==> src/rtl/binary_trie_longest_prefix_match_top_defines.svh <==
// Assertion macros for the binary trie longest-prefix-match block.
// Used by binary_trie_longest_prefix_match_top; expects clock and reset in scope.
`ifndef BINARY_TRIE_LONGEST_PREFIX_MATCH_TOP_DEFINES_SVH
`define BINARY_TRIE_LONGEST_PREFIX_MATCH_TOP_DEFINES_SVH

// Same-cycle implication, checked outside reset.
`define BTLPM_ASSERT_IMPL(label, ante, cons, msg) \
   label: assert property (@(posedge clock) disable iff (reset) (ante) |-> (cons)) \
      else $error(msg);

// Next-cycle implication, checked outside reset.
`define BTLPM_ASSERT_NEXT(label, ante, cons, msg) \
   label: assert property (@(posedge clock) disable iff (reset) (ante) |=> (cons)) \
      else $error(msg);

`endif

==> src/rtl/btlpm_ram.sv <==
// Generic single-port synchronous RAM with a registered read.
// No dependencies.
module btlpm_ram #(
   parameter int WIDTH = 8,
   parameter int DEPTH = 64
) (
   input  logic                     clock,
   input  logic                     we,
   input  logic                     re,
   input  logic [$clog2(DEPTH)-1:0] addr,
   input  logic [WIDTH-1:0]         wr_data,
   output logic [WIDTH-1:0]         rd_data
);

   logic [WIDTH-1:0] mem_ff [DEPTH];
   logic [WIDTH-1:0] rd_data_ff;

   always_ff @(posedge clock) begin
      if (we) begin
         mem_ff[addr] <= wr_data;
      end
      if (re) begin
         rd_data_ff <= mem_ff[addr];
      end
   end

   assign rd_data = rd_data_ff;

endmodule

==> config.mk <==
export PLATFORM = sky130hd
export DESIGN_NAME = btlpm_ram
export DESIGN_NICKNAME = d
export VERILOG_FILES = /design/src/rtl/binary_trie_longest_prefix_match_top_defines.svh /design/src/rtl/btlpm_ram.sv
export SDC_FILE = /design/constraint.sdc
export NUM_CORES = 1
export LEC_CHECK = 0
export ABC_AREA = 1
export BUFFER_PORTS_ARGS = -buffer_cell sky130_fd_sc_hd__buf_4
export CAP_MARGIN = 20
export CORE_UTILIZATION = 65
export CTS_BUF_LIST = sky130_fd_sc_hd__clkbuf_16
export CTS_CLUSTER_DIAMETER = 120
export CTS_CLUSTER_SIZE = 16
export DETAILED_ROUTE_END_ITERATION = 7
export GPL_TIMING_DRIVEN = 1
export PLACE_DENSITY = 0.88
export SLEW_MARGIN = 0
export SYNTH_ARGS = -nofsm -noshare
export SYNTH_HDL_FRONTEND = slang
export SYNTH_SLANG_ARGS = --single-unit
==> constraint.sdc <==
create_clock -name clock -period 4.8 [get_ports clock]
set_input_delay 0 -clock clock [delete_from_list [all_inputs] [get_ports clock]]
set_output_delay 0 -clock clock [all_outputs]
set_load 0.05 [all_outputs]
==> tab_implementation.tex <==
\begin{tabular}{lr}
\hline
Metric & Value \\
\hline
\multicolumn{2}{l}{\textbf{Route}} \\
\quad Routed WL per cell & approximately 20 µm \\
\quad Number of DRC markers in iteration 0 & between 2000 and 2500 \\
\quad Via density & a little under 6 \\
\quad Pre-Repair DR Iteration Count & 6 \\
\quad Remaining DRCs & 0 \\
\quad ANT nets after route & 0 \\
\quad Routed via count & around 15000 \\
\quad Wire length after detailed routing & about 50 mm \\
\multicolumn{2}{l}{\textbf{Final layout}} \\
\quad Finished Core Util & 69.83\% \\
\quad NumNets Final & about 2200 \\
\quad Share of cells above drive strength 1 & under 10\% \\
\quad Layout overhead on the synthesized area & 5.831\% \\
\quad Most common cell after layout, fill and taps aside & sky130\_fd\_sc\_hd\_\_nand2\_1 \\
\quad Most used cells in the layout excluding fill and tap cells & sky130\_fd\_sc\_hd\_\_nand2\_1, sky130\_fd\_sc\_hd\_\_edfxtp\_1, sky130\_fd\_sc\_hd\_\_nor2\_1, sky130\_fd\_sc\_hd\_\_clkbuf\_16, sky130\_fd\_sc\_hd\_\_buf\_4 \\
\quad Diode count & 0 \\
\quad Post-route non-filler standard cell count & around 2600 \\
\quad Design area & 0.02342 mm² \\
\multicolumn{2}{l}{\textbf{Critical path}} \\
\quad Kind of end point of the critical path & flop \\
\quad Setup slack of the most critical reg-to-reg path & 3.16 ns \\
\quad Cells along the critical path & buf\_4 -> clkinv\_2 -> nor2\_2 -> nand3\_1 -> nor2\_1 \\
\quad Category of the worst setup path launch point & input port \\
\quad Start of the worst register-to-register path & mem\_ff[21][2]\$\_DFFE\_PP\_ \\
\quad Largest stage delay on the critical path & 0.83 ns \\
\quad Capture point of the worst reg-to-reg path & rd\_data[2]\$\_DFFE\_PP\_ \\
\quad Largest fanout of any net on the critical path & 77 \\
\quad WP buf/inv & 2 \\
\quad Worst endpoint data arrival time & $\sim$2.7 ns \\
\quad Family of cells with the greatest summed delay on the critical path & simple AND/OR/NAND/NOR gates \\
\quad Register-to-Register Path Depth & 10 \\
\quad Cell with the biggest individual delay on the critical path & sky130\_fd\_sc\_hd\_\_nor2\_1 \\
\quad Critical Path RT & 4.96 ns \\
\quad Startpoint-to-endpoint class of the critical path & input port to flop \\
\multicolumn{2}{l}{\textbf{Clock tree}} \\
\quad Num Clock Sinks & 520 \\
\quad Number of buffers created by CTS & 38 \\
\quad Clock Tree Buf Depth & 3 \\
\quad CTS root buffer & sky130\_fd\_sc\_hd\_\_clkbuf\_16 \\
\quad Clock tree from TritonCTS & built \\
\quad Clock latency on the worst-skew pair & between 0.5 and 0.6 ns \\
\quad Buffers inserted during post-CTS setup optimization & 0 \\
\quad Depth of the CTS H-tree & 2 \\
\quad Worst-path clk slew & 0.07 ns \\
\multicolumn{2}{l}{\textbf{Synthesis}} \\
\quad Number of warning messages in the yosys log & 0 \\
\quad Sequential share of the synthesized area & between 70\% and 80\% \\
\quad Leading register cell type out of synthesis & sky130\_fd\_sc\_hd\_\_edfxtp\_1 \\
\quad Flop and latch count out of synthesis & 520 \\
\quad Number of standard cells after synthesis & $\sim$2200 \\
\quad Number of synthesized flops with an enable pin & between 500 and 600 \\
\quad Asr flop ratio synth & 0\% \\
\quad Number of different library cells in the post-synthesis netlist & 21 \\
\quad Summed instance area of the synthesized netlist & $\sim$0.022 mm² \\
\quad Syn avg cell area & around 10 µm² \\
\quad Syn Nets & around 2200 \\
\multicolumn{2}{l}{\textbf{Placed design}} \\
\quad Port-buffer cells & 24 \\
\quad RePlAce Congestion & 0.9415 \\
\quad Placed Instance Area & 0.02237 mm² \\
\quad Detailed-placement wirelength estimate & between 20 and 30 mm \\
\quad Number of placed instances with taps included & about 2500 \\
\multicolumn{2}{l}{\textbf{STA}} \\
\quad Highest attainable clock frequency & roughly 0.39 GHz \\
\quad Count of final max-slew check failures & 0 \\
\quad Final hold slack & slightly above 0.1 ns \\
\quad RSZ-0062 raised after global routing & false \\
\quad Normalized max-slew margin & around 32\% \\
\quad Accumulated negative setup slack & 0 ns \\
\quad Worst-Margin Slew & between 1 and 1.5 ns \\
\quad Clk\_skew & between 0.02 and 0.03 ns \\
\quad Setup-failing EPs final & 0 \\
\quad Final Hold Vio Count & 0 \\
\quad Min cycle time layout & approximately 2.6 ns \\
\quad Final clock period utilization by the worst path & a little over half \\
\multicolumn{2}{l}{\textbf{Global route}} \\
\quad Number of antenna violations at the first check in global routing & 0 \\
\quad Maximum number of pins on one net before global-route repair & around 120 \\
\quad Sum of overflow across all layers after global routing & 0 \\
\quad Vias in the first global route & approximately 15000 \\
\quad First-pass GRT wire length & roughly 79 mm \\
\quad Gr usage total & a little under 30\% \\
\multicolumn{2}{l}{\textbf{Power and ir drop}} \\
\quad Power density cells & roughly 370 mW/mm² \\
\quad Largest vdd supply drop & a little under 0.3 mV \\
\quad Leak & between 9 and 10 nW \\
\multicolumn{2}{l}{\textbf{Floorplanning}} \\
\quad Core ar. & approximately 0.034 mm² \\
\quad Height of the chip & approximately 190 µm \\
\quad Number of top-level design ports & 25 \\
\quad Floorplan row count & 67 \\
\quad Die boundary width & approximately 190 µm \\
\quad Die area & 0.03478 mm² \\
\quad Initial core utilization & roughly 66\% \\
\multicolumn{2}{l}{\textbf{Hold path}} \\
\quad End point of the most critical hold path & mem\_ff[9][7]\$\_DFFE\_PP\_ \\
\quad Min-Delay Startpoint & wr\_data[7] \\
\quad Cells on Worst Hold Path & 1 \\
\quad Type of the tightest min-delay check & input port to flop \\
\multicolumn{2}{l}{\textbf{Outcome}} \\
\quad Result of the run & completed \\
\multicolumn{2}{l}{\textbf{Job}} \\
\quad Number of maximum-capacitance violations & 0 \\
\hline
\end{tabular}
metal layers:
| metal | up-vias | part of all wire, % | GRT usage (%) |
|---|---|---|---|
| li1 | 6921 | - | - |
| met1 | 6974 | 36 | 39.05 |
| met2 | 1076 | 48 | 48.69 |
| met3 | 171 | 12 | 5.699 |
| met4 | 0 | 4.2 | 13.43 |
| met5 | - | 0 | 0 |
power by group:
part / switching (W) / internal [W]
Combinational: 0.000464 / 0.000130
Sequential: 0.0000105 / 0.00503
Clock: 0.00141 / 0.00151
final cells by class:
type                            instances  area (µm²)
Sequential cell                       520       15620
Tap cell                              448       560.5
Clock buffer                           41        1026
Clock inverter                          1       8.758
Multi-Input combinational cell       1516        5814
Fill cell                            2205       10120
Inverter                               30       118.9
Timing Repair Buffer                   35       271.5
worst register-to-register path, cell delays in order, from the launching register on:
cell	delay, ns
sky130_fd_sc_hd__edfxtp_1	0.37
sky130_fd_sc_hd__nand2_1	0.08
sky130_fd_sc_hd__nand2_1	0.09
sky130_fd_sc_hd__nand2_1	0.07
sky130_fd_sc_hd__nand2_1	0.07
sky130_fd_sc_hd__nand2_1	0.05
sky130_fd_sc_hd__nand2_1	0.10
sky130_fd_sc_hd__nand2_1	0.12
sky130_fd_sc_hd__nand2_1	0.07
sky130_fd_sc_hd__nor2_1	0.21
sky130_fd_sc_hd__nand2_1	0.14
synth_stat cells (2+ instances only):
| cell | instances | area [µm²] |
|---|---|---|
| sky130_fd_sc_hd__nand2_1 | 1384 | 5195 |
| sky130_fd_sc_hd__edfxtp_1 | 520 | 15610 |
| sky130_fd_sc_hd__nor2_1 | 87 | 326.6 |
| sky130_fd_sc_hd__buf_2 | 52 | 260.3 |
| sky130_fd_sc_hd__inv_1 | 25 | 93.84 |
| sky130_fd_sc_hd__clkbuf_1 | 23 | 86.33 |
| sky130_fd_sc_hd__buf_6 | 15 | 168.9 |
| sky130_fd_sc_hd__nand3_1 | 13 | 65.06 |
| sky130_fd_sc_hd__nor3_2 | 8 | 80.08 |
| sky130_fd_sc_hd__buf_4 | 7 | 52.55 |
| sky130_fd_sc_hd__o21ai_1 | 6 | 30.03 |
| sky130_fd_sc_hd__o211ai_1 | 5 | 37.54 |
| sky130_fd_sc_hd__buf_1 | 4 | 15.01 |
| sky130_fd_sc_hd__inv_2 | 4 | 15.01 |
| sky130_fd_sc_hd__or2_1 | 3 | 18.77 |
| sky130_fd_sc_hd__or2_2 | 3 | 18.77 |
| sky130_fd_sc_hd__nand4_1 | 2 | 12.51 |
| sky130_fd_sc_hd__nor2_2 | 2 | 12.51 |
| sky130_fd_sc_hd__nor4_1 | 2 | 12.51 |
what timing repair did:
item                                    4_1_cts  5_1_grt
gates resized for setup                       0        0
endpoints found under the setup margin        0        0
hold buffers                                  1        0
hold endpoints to repair                      8        0
worst max-delay path by stage:
stage,startpoint,end,slack [ns],cells after the start
floorplan,addr[3],mem_ff[40][0]$_DFFE_PP_,2.83,5
global placement,addr[0],rd_data[6]$_DFFE_PP_,1.92,10
detailed placement,addr[0],rd_data[5]$_DFFE_PP_,1.81,13
CTS,addr[1],mem_ff[51][5]$_DFFE_PP_,2.38,5
global route,addr[1],mem_ff[42][1]$_DFFE_PP_,2.13,5
finish,addr[1],mem_ff[58][4]$_DFFE_PP_,2.23,5
per-stage QoR:
step	power (W)	setup WS, ns
5_1_grt	0.008742	2.130
2_1_floorplan	0.005509	2.831
3_3_place_gp	0.005698	1.922
6_report	0.008552	2.229
4_1_cts	0.008539	2.379
3_5_place_dp	0.005718	1.809
kinds of logic (layout without fill, tap and decap cells):
logic type,Yosys count,in the layout,synth area share [%]
simple gates,1504,1504,25.95
compound gates,12,12,0.3280
flops,520,520,70.58
buf+inv,131,107,3.144
sequential cells by signal, summed over array words and instances (netlist names):
signal	count
rd_data	8
mem_ff	512
Power figures use the tool's default switching activity.
